<file path="src/rtl/core/nnta_pkg.sv">
`default_nettype none
package nnta_pkg;

  localparam int POS_W      = 16;
  localparam int CLS_W      = 2;
  localparam int ID_W       = 24;
  localparam int FRAME_W    = 32;
  localparam int DIST_W     = 33;
  localparam int CFG_ADDR_W = 3;
  localparam int CFG_DATA_W = 16;
  localparam int OUTC_W     = 2;

  localparam int DEF_MAX_TRACKS = 64;
  localparam int DEF_MAX_TAGS   = 32;

  localparam logic [11:0] RST_SEARCH_RADIUS = 12'd500;
  localparam logic [15:0] RST_EXTINCTION    = 16'd500;
  localparam logic [7:0]  RST_EXPANSION     = 8'd50;
  localparam logic [11:0] RST_MIN_CLOSENESS = 12'd40;
  localparam logic [15:0] RST_PRUNE_IVL     = 16'd20000;

  localparam logic [CFG_ADDR_W-1:0] REG_SEARCH_RADIUS = 3'd0;
  localparam logic [CFG_ADDR_W-1:0] REG_EXTINCTION    = 3'd1;
  localparam logic [CFG_ADDR_W-1:0] REG_EXPANSION     = 3'd2;
  localparam logic [CFG_ADDR_W-1:0] REG_MIN_CLOSENESS = 3'd3;
  localparam logic [CFG_ADDR_W-1:0] REG_PRUNE_IVL     = 3'd4;

  localparam logic CMD_LOAD = 1'b0;
  localparam logic CMD_EOF  = 1'b1;

  localparam logic [OUTC_W-1:0] OUTC_MATCHED = 2'd0;
  localparam logic [OUTC_W-1:0] OUTC_NEW     = 2'd1;
  localparam logic [OUTC_W-1:0] OUTC_FULL    = 2'd2;

  typedef struct packed {
    logic [POS_W-1:0]   x;
    logic [POS_W-1:0]   y;
    logic [FRAME_W-1:0] seen;
    logic               del;
    logic [ID_W-1:0]    ident;
  } trk_entry_t;

  typedef struct packed {
    logic [POS_W-1:0] x;
    logic [POS_W-1:0] y;
    logic [CLS_W-1:0] cls;
  } tag_entry_t;

  typedef enum logic [4:0] {
    ST_IDLE,
    ST_T_RD,
    ST_T_LAT,
    ST_I_RD,
    ST_I_LAT,
    ST_I_D1,
    ST_I_D2,
    ST_I_CHK,
    ST_J_RD,
    ST_J_LAT,
    ST_J_D2,
    ST_J_CMP,
    ST_EVAL,
    ST_DECIDE,
    ST_D_SQ,
    ST_D_CMP,
    ST_NEWT,
    ST_FRAME_END,
    ST_MOD,
    ST_MOD_CHK,
    ST_PR_RD,
    ST_PR_WR
  } state_t;

endpackage
`default_nettype wire

</file>
<file path="src/rtl/core/nnta_tag_mem.sv">
`default_nettype none
module nnta_tag_mem #(
  parameter int MAX_TAGS = nnta_pkg::DEF_MAX_TAGS,
  localparam int GW = (MAX_TAGS > 1) ? $clog2(MAX_TAGS) : 1
) (
  input  wire logic                 clk,
  input  wire logic                 we,
  input  wire logic [GW-1:0]        waddr,
  input  wire nnta_pkg::tag_entry_t wdata,
  input  wire logic [GW-1:0]        raddr,
  output nnta_pkg::tag_entry_t      rdata
);

  nnta_pkg::tag_entry_t mem [MAX_TAGS];
  nnta_pkg::tag_entry_t rdata_r;

  always_ff @(posedge clk) begin
    if (we) begin
      mem[waddr] <= wdata;
    end
    rdata_r <= mem[raddr];
  end

  assign rdata = rdata_r;

endmodule
`default_nettype wire

</file>
<file path="config.mk">
export PLATFORM = sky130hd
export DESIGN_NAME = nnta_tag_mem
export DESIGN_NICKNAME = d
export VERILOG_FILES = /design/src/rtl/core/nnta_pkg.sv /design/src/rtl/core/nnta_tag_mem.sv
export SDC_FILE = /design/constraint.sdc
export NUM_CORES = 1
export LEC_CHECK = 0
export BUFFER_PORTS_ARGS = -buffer_cell sky130_fd_sc_hd__buf_4
export CORE_UTILIZATION = 50
export DETAILED_ROUTE_END_ITERATION = 10
export PLACE_DENSITY = 0.75
export SLEW_MARGIN = 20
export SYNTH_ARGS = -nofsm -noshare
export SYNTH_HDL_FRONTEND = slang
export SYNTH_SLANG_ARGS = --single-unit
</file>
<file path="constraint.sdc">
create_clock -name clk -period 3.7 [get_ports clk]
set_input_delay 0.185 -clock clk [delete_from_list [all_inputs] [get_ports clk]]
set_output_delay 0.185 -clock clk [all_outputs]
set_load 0.01 [all_outputs]
</file>
# Yosys cells after proc, flatten, opt, wreduce, memory -nomap -nowiden
# Memories as Yosys holds them, arrays and structs flattened. A register that Yosys moved wholly into a read port is not among the register bits.
# Cells that the tools add are included.
word_totals:
  ff_bits: 0
  ram_bits: 1088
  word_cells: 3
  out_inout_bits: 34
  n_memories: 1
op_classes:
  n_mux: 2
memory_table:
  columns: ["name", "words", "width", "read_ports", "rd_clocked_by_memory_dff", "wr", "line_no", "text"]
  rows:
  - ["mem", 32, 34, 1, 1, 1, "nnta_tag_mem.sv:14", "nnta_pkg::tag_entry_t mem [MAX_TAGS];"]
op_table:
  columns: ["op", "n"]
  rows:
  - ["1-bit two-way mux", 2]

# Depth between registers and ports, before layout
# Gate-level depths: netlist (run 1).
depth:
  depth_word: 2
  ltp_mapped: 8
  mapped_depth_nobuf: 5

# Least setup slack after synthesis (run 1)
# OpenSTA, ideal clock, no wires.
synth_timing:
  path_type: "input to register"
  from: "input port waddr[1]"
  to: "memory mem[12][0] (netlist bit) (enable)"
  stages: 3
  n_path_buf: 1
  arrival_time_ps: 2281
  path_slack_ps: 994
  path_cell_list: "or3b_2 clkbuf_1 nor2_1"
synth_lines:
  columns: ["element", "line_no", "text"]
  rows:
  - ["from (decl)", "nnta_tag_mem.sv:8", "input wire logic [GW-1:0] waddr,"]
  - ["to (decl)", "nnta_tag_mem.sv:14", null]
# No word-level cell before the write port.

==> impl_metrics.py, run 1 <==
metrics = {
    "floorplanning": {
        "die_w_um": 296,
        "dieArea_mm2": 0.0874,
        "core_region_area_mm2": 0.0853,
        "initial_core_util": 0.505,
        "core.rowCount": 107,
        "ios": 80,
        "die_y_um": 296,
    },
    "route": {
        "num_vias": 22600,
        "vias_per_cell": 5.99,
        "drc": 0,
        "dr.pass1.iters": 6,
        "wire_per_inst_um": 26.2,
        "wl_um": 99200,
        "ant_nets": 0,
        "drtIter0Drc": 2566,
    },
    "setup_path": {
        "critPathRequiredTime_ns": 4.19,
        "endpoint_kind": "flop",
        "cp.arrival_ns": 2.54,
        "path_class": "input port to flop",
        "crit_path_start_kind": "input port",
        "crit_fanout": 62,
    },
    "worst_hold_path": {
        "worstHoldPathType": "input port to flop",
    },
    "placed_design": {
        "dp_cells": 3555,
        "port_buffers": 79,
        "gp_congestion": 0.849,
        "hpwlAfterDp_um": 58100,
    },
    "synth": {
        "synth.yosys.seq_area_share": 0.774,
        "synth_edf_count": 1088,
        "synth_common_cells": "1088 x edfxtp_1, 544 x mux2i_1, 104 x nand2_1, 104 x nand3_1",
        "ys_ff_latch": 1122,
        "ys.warnings.count": 0,
        "synth_cell_types": 25,
        "synthArstFlopShare": 0,
        "netlist_top_cells_area": "edfxtp_1 76%, mux2i_1 13%, a22oi_1 1.8%",
        "syn_inst": 2399,
        "yosys.area.top_type": "edfxtp_1",
        "synth_top_area_share": 0.758,
        "synth.most_common_cell": "edfxtp_1",
        "synth_ff_type": "edfxtp_1",
        "avgSynthCellArea_um2": 18.0,
        "synth_nets": 2445,
        "syn_area_mm2": 0.0431,
    },
    "power_and_ir_drop": {
        "ir_drop_mv": 0.388,
        "powerDensity_mw_per_mm2": 533,
        "leakagePower_uw": 0.0170,
    },
    "sta": {
        "worst-slew-pin-transition_ns": 0.987,
        "worst_hold_slack_ns": 0.0840,
        "slew_viol_final": 0,
        "fin_tns_setup_ns": 0,
        "setup_violations": 0,
        "rsz0062_at_grt": "no",
        "hold_viol_final": 0,
        "post-route-period-util": 0.554,
        "clock-skew-final_ns": 0.0277,
        "period_minus_slack_ns": 2.05,
        "fmax_mhz": 488,
        "slew_headroom": 0.342,
    },
    "global_routing": {
        "grt_max_degree": 67,
        "overflow": 0,
        "grt_pass1_wl_um": 145000,
        "grt_pass1_vias": 22700,
        "grtUsageTotal": 0.227,
        "antenna_found_initial": 5,
    },
    "clocking": {
        "clock_path_buffers": 3,
        "hold_buffers": 34,
        "htree_levels": 3,
        "cts_num_sinks": 1122,
        "worstSkewPairLatency_ns": 0.68,
        "path_clk_slew_ns": 0.06,
        "cts_tree": "yes",
        "cts_root_buffer": "clkbuf_16",
        "cts_resized": 0,
        "postCtsSetupBuffers": 0,
        "cts_buffers": 103,
    },
    "cells_and_area": {
        "syn2layout_area_growth_pct": 13.6,
        "instances_no_fill": 3779,
        "diodes": 0,
        "multi_input_area_mm2": 0.00912,
        "fillers": 6176,
        "nets": 2596,
        "layout.area.seq_mm2": 0.0334,
        "drive_above_1_share": 0.131,
    },
    "run_status": {
        "outcome": "completed",
    },
    "flow_run": {
        "cap_violations": 0,
    },
}
## worst max-delay path: stages
cell and delay (ns):
buf_8 0.47, buf_12 0.42, buf_12 0.37, mux2i_1 0.22, a21oi_1 0.08, a31oi_1 0.36
nand3_1 0.19
## layout by cell type (no fill, tap or decap)
master         instances
a21oi_1              102
a22o_1                68
a22oi_1              102
a31oi_1               34
and2_4                 1
buf_12                19
buf_16                 1
buf_4                127
buf_8                  1
bufinv_16              8
clkbuf_1              18
clkbuf_16            105
clkbuf_8              10
clkinv_1              17
clkinv_2              23
clkinvlp_4             3
dfxtp_1               34
dlygate4sd3_1         34
edfxtp_1            1088
inv_16                 3
inv_6                  3
mux2i_1              544
nand2_1              103
nand2_2                1
nand2b_2               2
nand3_1              104
nand3b_1               5
nor2_1                 1
nor2_4                33
nor2b_4                2
nor3_1                34
or2_2                  1
or3_1                  1
or3b_2                 3
## per-layer routing
| metal | up-vias | global-route usage | part of all wire |
|---|---|---|---|
| met5 | - | 0 | 0.00062 |
| li1 | 9825 | - | - |
| met4 | 10 | 0.0771 | 0.028 |
| met1 | 11500 | 0.305 | 0.40 |
| met2 | 1088 | 0.364 | 0.48 |
| met3 | 169 | 0.0538 | 0.094 |
## area by class of cell
type	count	area share
clock buffer	133	0.0578
tap	1144	0.0292
clock inverter	57	0.0108
multi-input combinational	1141	0.186
sequential	1122	0.681
timing repair buffer	182	0.0350
## cells by family (layout without fill, tap and decap cells)
family	after synthesis	in the layout	share of synthesized area
AO/OA/AOI/OAI	306	306	0.0484
multiplexers	544	544	0.126
buffers and inverters	136	372	0.0209
AND/OR/NAND/NOR	291	291	0.0307
flip-flops	1122	1122	0.774
## registers in the layout (all words and copies together) (netlist names)
name   cells
rdata     34
mem     1088
## power breakdown
part           total, uW  switching, uW  leakage (uW)  internal [uW]
combinational       1420            924       0.00530            494
clock              10500           4520       0.00166           5970
sequential         14200           77.1        0.0101          14100
## per-stage QoR
| step | instance area (um^2) | worst slack (ns) | utilization | total power (uW) |
|---|---|---|---|---|
| 6_report | 49000 | 1.65 | 0.574 | 26100 |
| 5_1_grt | 49000 | 1.60 | 0.574 | 26800 |
| 4_1_cts | 49000 | 1.70 | 0.574 | 26200 |
| 3_5_place_dp | 45300 | 1.04 | 0.531 | 15900 |
| 3_3_place_gp | 45300 | 1.14 | 0.531 | 15800 |
| 2_1_floorplan | 43100 | 0.994 | - | 15200 |
## path summary, 6_finish.rpt
kind / startpoint / depth (start not counted) / endpoint / slack (ns)
hold reg to reg: mem[26][5] / 4 / rdata[5] / 0.62
hold / removal: raddr[2] / 5 / rdata[9] / 0.08
setup / recovery: raddr[0] / 7 / rdata[0] / 1.65
setup reg to reg: mem[0][21] / 5 / rdata[21] / 1.91
Note: power is estimated with default switching activity, not from simulation.
==> run 2, diff against run 1 <==
==> constraint.sdc (replaced) <==
create_clock -name clk -period 1.9 [get_ports clk]
set_input_delay 0.095 -clock clk [delete_from_list [all_inputs] [get_ports clk]]
set_output_delay 0.095 -clock clk [all_outputs]
set_load 0.01 [all_outputs]
==> run 2 against run 1 <==
Net effect: core utilization is 1.3 points higher; die area is the same; clock skew decreased by 0.0034 ns; sequential power is 94% higher.
==> impl_metrics.py, run 2 (synthesis results as in run 1) <==
metrics = {
    "sta": {
        "slew_viol_final": 0,
        "rsz0062_at_grt": "no",
        "post-route-period-util": 0.820,
        "setup_violations": 0,
        "setup_ws_ns": 0.342,
        "period_minus_slack_ns": 1.56,
        "fmax_mhz": 642,
        "worst-slew-pin-transition_ns": 0.589,
        "clock-skew-final_ns": 0.0244,
        "slew_headroom": 0.604,
        "hold_viol_final": 0,
    },
    "placed_design": {
        "placed_area_mm2": 0.0465,
        "port_buffers": 79,
        "dp_slack_ns": 0.0270,
        "gp_congestion": 0.810,
        "hpwlAfterDp_um": 57400,
    },
    "cells_and_area": {
        "final_common_cell": "edfxtp_1",
        "syn2layout_area_growth_pct": 16.1,
        "largest_reg_flops": 1088,
        "drive_above_1_share": 0.153,
        "final_util": 0.587,
        "stdcell_area_mm2": 0.0501,
        "diodes": 0,
        "nets": 2683,
        "most-common-layout-cells": "1088 x edfxtp_1, 544 x mux2i_1, 164 x buf_4",
        "top_register": "mem",
    },
    "power_and_ir_drop": {
        "powerDensity_mw_per_mm2": 1000,
        "power.total_uw": 50300,
        "ir_drop_mv": 0.827,
        "leakagePower_uw": 0.0175,
    },
    "run_status": {
        "outcome": "completed",
    },
    "global_routing": {
        "grt_pass1_wl_um": 149000,
        "overflow": 0,
        "grt_pass1_vias": 23300,
        "grt_max_degree": 45,
        "antenna_found_initial": 3,
        "grtUsageTotal": 0.232,
    },
    "clocking": {
        "worstSkewPairLatency_ns": 0.66,
        "cts_buffers": 104,
        "cts_resized": 0,
        "clock_path_buffers": 3,
        "cts_root_buffer": "clkbuf_16",
        "cts_tree": "yes",
        "path_clk_slew_ns": 0.06,
        "htree_levels": 3,
        "cts_num_sinks": 1122,
    },
    "route": {
        "drtIter0Drc": 2581,
        "wl_um": 101000,
        "vias_per_cell": 6.02,
        "ant_nets": 0,
        "drc": 0,
        "dr.pass1.iters": 5,
        "wire_per_inst_um": 26.2,
        "num_vias": 23300,
    },
    "floorplanning": {
        "die_y_um": 296,
        "core_region_area_mm2": 0.0853,
        "core.rowCount": 107,
        "ios": 80,
        "die_w_um": 296,
        "dieArea_mm2": 0.0874,
        "initial_core_util": 0.505,
    },
    "setup_path": {
        "slowest_delay_ns": 0.46,
        "path_class": "flop to flop",
        "cp.arrival_ns": 2.05,
        "rrSetupSlack_ns": 0.34,
        "crit_path_start_kind": "flop",
        "critPathRequiredTime_ns": 2.40,
        "endpoint_kind": "flop",
        "slowest_stage": "a31oi_1",
        "path_cells": "mux2i_1 > a22o_1 > nor3_1 > a31oi_1 > nand3_1",
        "crit_fanout": 1,
    },
    "worst_hold_path": {
        "worstHoldPathType": "input port to flop",
    },
    "flow_run": {
        "cap_violations": 0,
    },
}
[run 2: critical path: cells and delay by family (launching register included)]
| kind | cells | cell delay [ns] |
|---|---|---|
| DFF | 1 | 0.36 |
| and+or+nand+nor | 2 | 0.22 |
| AOI/OAI and AO/OA | 2 | 0.65 |
| muxes | 1 | 0.17 |
[run 2: layout make-up]
class | instances | area (um^2)
repair buffers | 268 | 2970
multi-input cells | 1141 | 9120
fillers | 5993 | 35200
flip-flops and latches | 1122 | 33400
well taps | 1144 | 1430
clock inverters | 50 | 387
clock buffers | 137 | 2810
[run 2: repair_timing]
item / 4_1_cts / 5_1_grt
hold buffers: 34 / 0
endpoints found under the setup margin: 0 / 0
endpoints found under the hold margin: 1088 / 0
buffers inserted: 0 / 0
[run 2: path summary, 6_finish.rpt]
path               start        end  cells after the start
max reg2reg   mem[1][16]  rdata[16]                      5
min             raddr[2]   rdata[4]                      6
min reg2reg  mem[17][32]  rdata[32]                      4
max           mem[1][16]  rdata[16]                      5
[run 2: power breakdown]
group          total, uW  internal (uW)  switching, uW  leakage (uW)
combinational       2960           1130           1830       0.00588
clock              19600          11000           8600       0.00156
sequential         27600          27500            140        0.0101
total              50300          39700          10600        0.0175
[run 2: metrics by stage]
stage	cells	setup TNS (ns)	hold WS, ns
5_1_grt	3862	0	0.122
6_report	3862	0	0.121
3_3_place_gp	3641	0	0.493
2_1_floorplan	2399	-306.94	0.194
3_5_place_dp	3641	0	0.487
4_1_cts	3862	0	0.0803
[run 2: per-layer routing]
metal / GRT usage / vias to the layer above / wire length [um]
met4: 0.0639 / 4 / 2200
met3: 0.0441 / 165 / 10600
met2: 0.370 / 1242 / 48100
met5: 0 / - / 31
li1: - / 10000 / -
met1: 0.328 / 11800 / 40100
