$ cat config.mk
export PLATFORM = sky130hd
export DESIGN_NAME = nnta_dist
export DESIGN_NICKNAME = d
export VERILOG_FILES = /design/src/rtl/core/nnta_pkg.sv /design/src/rtl/core/nnta_dist.sv
export SDC_FILE = /design/constraint.sdc
export NUM_CORES = 1
export LEC_CHECK = 0
export BUFFER_PORTS_ARGS = -buffer_cell sky130_fd_sc_hd__buf_2
export CORE_MARGIN = 2
export CORE_UTILIZATION = 41
export CTS_CLUSTER_SIZE = 20
export DETAILED_ROUTE_END_ITERATION = 12
export SLEW_MARGIN = 25
export SYNTH_ARGS = -nofsm -noshare
export SYNTH_HDL_FRONTEND = slang
export SYNTH_SLANG_ARGS = --single-unit
$ cat constraint.sdc
create_clock -name clk -period 20.2 [get_ports clk]
set_input_delay 5.05 -clock clk [delete_from_list [all_inputs] [get_ports clk]]
set_output_delay 5.05 -clock clk [all_outputs]
set_load 0.005 [all_outputs]
$ cat src/rtl/core/nnta_pkg.sv
`default_nettype none
package nnta_pkg;

  localparam int POS_W      = 16;
  localparam int CLS_W      = 2;
  localparam int ID_W       = 24;
  localparam int FRAME_W    = 32;
  localparam int DIST_W     = 33;
  localparam int CFG_ADDR_W = 3;
  localparam int CFG_DATA_W = 16;
  localparam int OUTC_W     = 2;

  localparam int DEF_MAX_TRACKS = 64;
  localparam int DEF_MAX_TAGS   = 32;

  localparam logic [11:0] RST_SEARCH_RADIUS = 12'd500;
  localparam logic [15:0] RST_EXTINCTION    = 16'd500;
  localparam logic [7:0]  RST_EXPANSION     = 8'd50;
  localparam logic [11:0] RST_MIN_CLOSENESS = 12'd40;
  localparam logic [15:0] RST_PRUNE_IVL     = 16'd20000;

  localparam logic [CFG_ADDR_W-1:0] REG_SEARCH_RADIUS = 3'd0;
  localparam logic [CFG_ADDR_W-1:0] REG_EXTINCTION    = 3'd1;
  localparam logic [CFG_ADDR_W-1:0] REG_EXPANSION     = 3'd2;
  localparam logic [CFG_ADDR_W-1:0] REG_MIN_CLOSENESS = 3'd3;
  localparam logic [CFG_ADDR_W-1:0] REG_PRUNE_IVL     = 3'd4;

  localparam logic CMD_LOAD = 1'b0;
  localparam logic CMD_EOF  = 1'b1;

  localparam logic [OUTC_W-1:0] OUTC_MATCHED = 2'd0;
  localparam logic [OUTC_W-1:0] OUTC_NEW     = 2'd1;
  localparam logic [OUTC_W-1:0] OUTC_FULL    = 2'd2;

  typedef struct packed {
    logic [POS_W-1:0]   x;
    logic [POS_W-1:0]   y;
    logic [FRAME_W-1:0] seen;
    logic               del;
    logic [ID_W-1:0]    ident;
  } trk_entry_t;

  typedef struct packed {
    logic [POS_W-1:0] x;
    logic [POS_W-1:0] y;
    logic [CLS_W-1:0] cls;
  } tag_entry_t;

  typedef enum logic [4:0] {
    ST_IDLE,
    ST_T_RD,
    ST_T_LAT,
    ST_I_RD,
    ST_I_LAT,
    ST_I_D1,
    ST_I_D2,
    ST_I_CHK,
    ST_J_RD,
    ST_J_LAT,
    ST_J_D2,
    ST_J_CMP,
    ST_EVAL,
    ST_DECIDE,
    ST_D_SQ,
    ST_D_CMP,
    ST_NEWT,
    ST_FRAME_END,
    ST_MOD,
    ST_MOD_CHK,
    ST_PR_RD,
    ST_PR_WR
  } state_t;

endpackage
`default_nettype wire

$ cat src/rtl/core/nnta_dist.sv
`default_nettype none
// two-stage squared distance: squares, then sum
module nnta_dist (
  input  wire logic                           clk,
  input  wire logic [nnta_pkg::POS_W-1:0]     ax,
  input  wire logic [nnta_pkg::POS_W-1:0]     ay,
  input  wire logic [nnta_pkg::POS_W-1:0]     bx,
  input  wire logic [nnta_pkg::POS_W-1:0]     by,
  output logic      [nnta_pkg::DIST_W-1:0]    sqd
);

  logic [nnta_pkg::POS_W-1:0]   dx, dy;
  logic [2*nnta_pkg::POS_W-1:0] sqx_r, sqy_r;
  logic [nnta_pkg::DIST_W-1:0]  sqd_r;

  assign dx = (ax >= bx) ? (ax - bx) : (bx - ax);
  assign dy = (ay >= by) ? (ay - by) : (by - ay);

  always_ff @(posedge clk) begin
    sqx_r <= dx * dx;
    sqy_r <= dy * dy;
    sqd_r <= {1'b0, sqx_r} + {1'b0, sqy_r};
  end

  assign sqd = sqd_r;

endmodule
`default_nettype wire
; ---- Word level (Yosys, flattened, before mapping)
; Index checks and enable logic that the tools add are counted.
[totals]
wordCells = 14
input_bits = 65
reg_bits = 97
out_inout_bits = 33
[op_classes]
n_mul = 2
addsub = 5
mux = 2
magnitude_cmp = 2
[ops]
columns = op, n
row1 = multiplier 16 x 16 -> 32 bit, 2
row2 = subtractor 16 bit, 4
row3 = adder 32 x 32 -> 33 bit, 1
row4 = >= comparator 16 bit, 2
row5 = 2-to-1 mux 16 bit, 2

; ---- Logic depth before layout (Yosys ltp)
; Gate-level depths: netlist (run 1).
[logic_depth]
ltp_word = 3
ltp_mapped = 39

; ---- Worst setup path before layout (run 1)
; Ideal clock, no wire load.
[synth_timing]
path_kind = input port to flip-flop
start = input ay[0] in the netlist's numbering
end = register sqy_r[31] in the netlist's numbering
t_required_ns = 20.078
arrival_ns = 12.892
n_path_buf = 4
path_stages = 36
path_slack_ns = 7.186
cell_sequence = inv_1 ha_1 inv_1 fa_1 nand3_1 a211oi_1 or3_4 o21ai_1 a211o_1 buf_4 buf_6 mux2i_1 xor2_1 inv_1 buf_2 nand2_1 fa_1 fa_1 inv_1 fa_1 fa_1 fa_1 inv_1 fa_1 inv_1 ha_1 clkbuf_1 nand2_1 nand2_1 a2111oi_0 nor3_1 o311ai_0 o22ai_1 o21ai_0 a21oi_1 xor2_1
[synth_between]
elab_chain_cells = 3
elab_cells_between_ends = 5
classes_between = add/sub (2) / mul (1) / order compare (1) / mux (1)
[synth_rtl]
columns = element, line_no
row1 = "start, declared", nnta_dist.sv:6  ; input wire logic [nnta_pkg::POS_W-1:0] ay,
row2 = subtractor 16 bit or >= comparator 16 bit (tied branches), nnta_dist.sv:17  ; assign dy = (ay >= by) ? (ay - by) : (by - ay);
row3 = 2-to-1 mux 16 bit (*), nnta_dist.sv:17
row4 = multiplier 16 x 16 -> 32 bit (*), nnta_dist.sv:21  ; sqy_r <= dy * dy;
row5 = "end signal, assigned", nnta_dist.sv:21
row6 = "end, declared", nnta_dist.sv:13  ; logic [2*nnta_pkg::POS_W-1:0] sqx_r, sqy_r;
; Mark *: on every way between the ends. The rest lies on a longest branch, timed or not.

; ---- Worst setup path after layout (run 1)
[layout_timing]
start = input ax[0] in the netlist's numbering
end = register sqx_r[30] in the netlist's numbering
[layout_between]
elab_chain_cells = 3
elab_cells_between_ends = 5
classes_between = add/sub (2) / mul (1) / order compare (1) / mux (1)
[layout_rtl]
columns = element, line_no
row1 = "start, declared", nnta_dist.sv:5  ; input wire logic [nnta_pkg::POS_W-1:0] ax,
row2 = subtractor 16 bit or >= comparator 16 bit (tied branches), nnta_dist.sv:16  ; assign dx = (ax >= bx) ? (ax - bx) : (bx - ax);
row3 = 2-to-1 mux 16 bit (*), nnta_dist.sv:16
row4 = multiplier 16 x 16 -> 32 bit (*), nnta_dist.sv:20  ; sqx_r <= dx * dx;
row5 = "end signal, assigned", nnta_dist.sv:20
row6 = "end, declared", nnta_dist.sv:13
; Marked as above.

==> flow_summary.toml, run 1 <==
[critical_path]
cp_max_fo = 22
crit_buf_inv = 10
critical-path-top-delay-family = "adder cells"
crit_path_top_delay_cell = "a2111oi_0"
arrival_ns = 15.04
cp_slowest_stage_delay_ns = 0.84
worstPathRequired_ns = 20.43
worstSetupStartpointType = "primary input"
crit_type = "primary input to flip-flop"
end_kind = "flip-flop"

[final_layout]
multi_input_area_mm2 = 0.0164
nets = 3099
stdcell_count = 3095
synthToLayoutAreaGrowth_pct = 7.52
seq_area_mm2 = 0.00190
antenna_cells = 0
drive_gt1_frac = 0.0735
finish.instance_area_mm2 = 0.0221
fillers = 4976

[sta]
grt_setup_unrepaired = "no"
worst_pin_slew_ns = 1.03
maxSlewHeadroom = 0.311
tns_ns = 0
clock_skew_ns = 0.00968
hold_viol = 0
setup_ws_ns = 5.39
fmax_mhz = 67.5
layout_min_cycle_time_ns = 14.81
post-route-period-util = 0.733
final-max-slew-violation-count = 0
setup_violations = 0

[placed_design]
place_congestion = 0.875
io_buffers = 97
hpwlAfterDp_um = 41700
place_area_mm2 = 0.0218
dp_slack_ns = 5.01
dp_cells = 3079

[global_routing]
grt_max_degree = 24
antenna_found_initial = 0
grt_pass1_vias = 16700
grt_pass1_wl_um = 83300
grt_use_total = 0.196
grt.overflow.total = 0

[yosys]
synth_top_area_frac = 0.319
synth_cell_types = 80
async_flop_share = 0
synth-seq-area-share = 0.0924
syn-num-nets = 3028
synthTopCellsByArea = "fa_1 32%, ha_1 18%, inv_1 9.8%, dfxtp_1 9.2%, nand2_1 3.5%"
syn_avg_cell_area_um2 = 8.77
ys_warn_count = 0
yosysTopAreaCell = "fa_1"
synth_cells = 2347
synth_flop_cell = "dfxtp_1"
synth_area_mm2 = 0.0206
ys_ff_latch = 95
synth_edf_count = 0

[clock_network]
numCtsBuffers = 9
cts_setup_buffers = 0
cts_sinks = 95
clkSlewWorstSetupHoldPaths_ns = 0.07
ctsHoldBuffers = 0
cts_tree = "done"
clk_latency_ns = 0.37
ctsHtreeMaxLevel = 3
clockBufferDepth = 2
ctsResizeCount = 0
clockRootBuffer = "clkbuf_16"

[floorplanning]
dieArea_mm2 = 0.0520
die_x_um = 228
initial_core_util = 0.413
rows = 82
top_level_ports = 98
die-height_um = 228
core_area_mm2 = 0.0499

[drt]
via_count = 15700
ant_nets = 0
wl_per_cell_um = 15.7
drt_iter0_drc = 995
via_per_inst = 5.08
drc_errors = 0
routed_wl_um = 48700
drt-pass1-iter-count = 8

[outcome]
status = "completed"

[flow_run]
drv.max_cap_violation_count = 0

[hold_path]
hp-class = "flip-flop to flip-flop"
## registers in the layout, summed over array words and instances, names as in the netlist
| name | count |
|---|---|
| sqd | 33 |
| sqx_r | 31 |
| sqy_r | 31 |
## worst reg2reg max path: cells and delay by family, from the launching register on
family          cells  cell delay, ns
fa+ha+maj           1            0.35
compound gates      7            1.95
simple gates        1            0.44
flops               1            0.34
## Yosys cell counts (4+ instances only)
library cell / instances
a31o_2: 4
and2_1: 16
a21o_1: 49
dfxtp_1: 95
or2_2: 8
o21ai_0: 56
a211oi_1: 17
a31oi_1: 12
nor2_1: 185
a2111oi_0: 5
a21boi_0: 4
nor3b_1: 4
nand3b_1: 5
a21oi_1: 98
o21bai_1: 16
or3_1: 5
buf_4: 4
nand3_1: 16
o21ai_1: 4
ha_1: 288
o211ai_1: 10
and3_1: 12
xor2_1: 42
nor4_1: 6
nand2b_1: 22
mux2i_1: 22
a211o_1: 13
clkbuf_1: 22
and4_1: 5
nand2_1: 190
nor2b_1: 8
xnor2_1: 69
inv_1: 536
buf_2: 29
mux2_2: 8
clkinv_1: 5
nor3_1: 27
a221oi_1: 5
fa_1: 328
o21a_1: 20
nand4_1: 13
## cells in the final DEF, fill, tap and decap left out, drive strengths merged, types with 5 or more instances in the layout
cell type,synthesis,final
o21a,20,20
buf,36,118
mux2i,23,23
nor2b,8,8
clkbuf,22,9
a2111oi,6,6
clkinv,5,5
xnor2,73,73
a211o,13,13
or2,8,8
a21oi,99,99
dfxtp,95,95
nand3,16,16
nand2,190,190
o21ai,60,60
o21bai,16,16
nor2,185,185
nor3,27,27
and3,12,12
ha,288,288
xor2,44,44
a221oi,5,5
and4,5,5
nand2b,22,22
a31oi,14,14
nor3b,5,5
nand4,13,13
o211ai,10,10
fa,328,328
a211oi,17,17
nor4,6,6
a21boi,6,6
a21o,49,49
and2,16,16
mux2,10,10
nand3b,5,5
or3,6,6
inv,539,543
## metrics by stage
step	hold slack [ns]	util
5_1_grt	0.501	0.444
2_1_floorplan	0.420	-
6_report	0.471	0.444
3_3_place_gp	0.446	0.437
4_1_cts	0.469	0.444
3_5_place_dp	0.453	0.437
## cell type report
cell class	instances	share of cell area
clock buffers	9	0.0102
repair buffers	118	0.0291
multi-input cells	1650	0.740
inverters	544	0.0923
clock inverters	7	0.00486
well taps	672	0.0380
flip-flops and latches	95	0.0860
## metal layers
layer / share of wire / global-route usage / vias to the layer above
met5: 0 / 0 / -
met4: 0.018 / 0.0370 / 0
met3: 0.050 / 0.0346 / 70
met2: 0.47 / 0.325 / 360
met1: 0.46 / 0.270 / 7747
li1: - / - / 7535
## final timing paths
check / startpoint / to / slack, ns / cells past startpoint
max: ax[0] / sqx_r[30] / 5.39 / 35
min: sqx_r[0] / sqd[0] / 0.47 / 1
max reg2reg: sqy_r[11] / sqd[32] / 17.01 / 9
min reg2reg: sqx_r[0] / sqd[0] / 0.47 / 1
## kinds of logic after synthesis
kind of cell,share of synthesized area
adder cells (fa/ha/maj),0.494
buffers and inverters,0.113
AND/OR/NAND/NOR,0.117
AO/OA/AOI/OAI,0.112
XOR/XNOR,0.0536
flip-flops,0.0924
multiplexers,0.0168
Power of run 1 is left out: the tool's default activity adds up to more than one toggle a clock period on the data nets, which glitch-free logic cannot reach.
==> run 2: changes to the inputs <==
clock period = 14.7 ns   (was 20.2 ns; I/O delays follow)
==> run 2 against run 1 <==
Effect of this change:
- die area unchanged
- flip-flop and latch count unchanged
- non-clock buffer count grew 6
- critical path depth unchanged
- routed wire length hardly changed
- register-to-register slack worse by 5.4 ns
- critical endpoint unchanged
- highest routed layer unchanged
- via count barely moved
==> flow_summary.toml, run 2 (same netlist as run 1, synthesis figures left out) <==
[outcome]
status = "completed"

[sta]
layout_min_cycle_time_ns = 13.08
maxSlewHeadroom = 0.316
tns_ns = 0
post-route-period-util = 0.890
fmax_mhz = 76.4
final-max-slew-violation-count = 0
setup_violations = 0
clock_skew_ns = 0.0122
hold_viol = 0
grt_setup_unrepaired = "no"
worst_pin_slew_ns = 1.02

[global_routing]
grt_max_degree = 18
grt_busiest_layer = "met2"
grt_pass1_wl_um = 83100
met1_usage = 0.273
gr-usage-met3 = 0.0239
grt_use_total = 0.195
grt.met2_usage = 0.329
antenna_found_initial = 0
grt_pass1_vias = 16800
grt.overflow.total = 0

[floorplanning]
initial_core_util = 0.413
rows = 82
die-height_um = 228
core_area_mm2 = 0.0499
top_level_ports = 98
dieArea_mm2 = 0.0520
die_x_um = 228

[clock_network]
ctsHoldBuffers = 0
clockBufferDepth = 2
clkSlewWorstSetupHoldPaths_ns = 0.07
ctsHtreeMaxLevel = 3
cts_setup_buffers = 0
cts_tree = "done"
ctsResizeCount = 0
clk_latency_ns = 0.37
cts_sinks = 95
clockRootBuffer = "clkbuf_16"
numCtsBuffers = 9

[critical_path]
cp_slowest_stage_delay_ns = 0.72
crit_type = "primary input to flip-flop"
r2r_end = "sqd[32]"
crit_path_top_delay_cell = "xor2_1"
worstSetupStartpointType = "primary input"
cp_max_fo = 14
worstPathRequired_ns = 14.94
r2r_slack_ns = 11.61
end_kind = "flip-flop"
arrival_ns = 13.33
worstRegToRegCells = 9
crit_path_frequent_cell = "fa_1"
rr_startpoint = "sqy_r[3]"

[final_layout]
final_common_cell = "inv_1"
finish.instance_area_mm2 = 0.0221
synthToLayoutAreaGrowth_pct = 7.53
largest_reg_flops = 33
stdcell_count = 3101
drive_gt1_frac = 0.0745
mostFrequentLayoutCells = "536 x inv_1, 328 x fa_1, 288 x ha_1"
antenna_cells = 0
nets = 3105

[drt]
wl_per_cell_um = 15.7
routed_wl_um = 48800
drt-pass1-iter-count = 5
via_count = 15700
ant_nets = 0
drc_errors = 0
via_per_inst = 5.06
drt_iter0_drc = 815

[hold_path]
hp-class = "flip-flop to flip-flop"
min_to = "sqd[0]"
hold_depth = 1
min_from = "sqx_r[0]"

[placed_design]
place_congestion = 0.888
hpwlAfterDp_um = 41900
io_buffers = 97
dp_cells = 3085
place_area_mm2 = 0.0218

[flow_run]
drv.max_cap_violation_count = 0
## run 2: worst max-delay path, delay by kind of cell
family	cells	cell delay, ns
buffers and inverters	9	1.13
XOR/XNOR	2	0.88
AO/OA/AOI/OAI	12	3.27
adder cells (fa/ha/maj)	9	3.70
multiplexers	1	0.38
AND/OR/NAND/NOR	2	0.29
## run 2: area by class of cell
type | instances | area [um2]
clock buffer | 10 | 229
clock inverter | 6 | 75.1
fill | 5034 | 27700
inverter | 544 | 2040
multi-input combinational | 1650 | 16400
sequential | 95 | 1900
tap | 672 | 841
timing repair buffer | 124 | 688
## run 2: worst max-delay path by stage
stage                from        end  slack [ns]  cells after the start
detailed placement  ay[0]  sqy_r[31]        1.26                     34
floorplan           ay[0]  sqy_r[31]        3.06                     36
finish              ax[0]  sqx_r[30]        1.62                     35
global placement    ay[0]  sqy_r[31]        1.48                     34
global route        ax[0]  sqx_r[30]        0.92                     35
CTS                 ay[0]  sqy_r[31]        1.63                     34
## run 2: metrics by stage
step                      hold slack (ns)  setup WS (ns)   util
after floorplan                     0.420           3.06      -
after global placement              0.449           1.48  0.438
after detailed placement            0.448           1.26  0.438
after CTS                           0.467           1.63  0.444
after global routing                0.489          0.916  0.444
final                               0.460           1.62  0.444
## run 2: metal layers
layer	part of all wire	vias up
met1	0.47	7768
met2	0.48	335
li1	-	7552
met3	0.043	46
met4	0.011	0
met5	0	-
Power of run 2 is left out for the same reason.
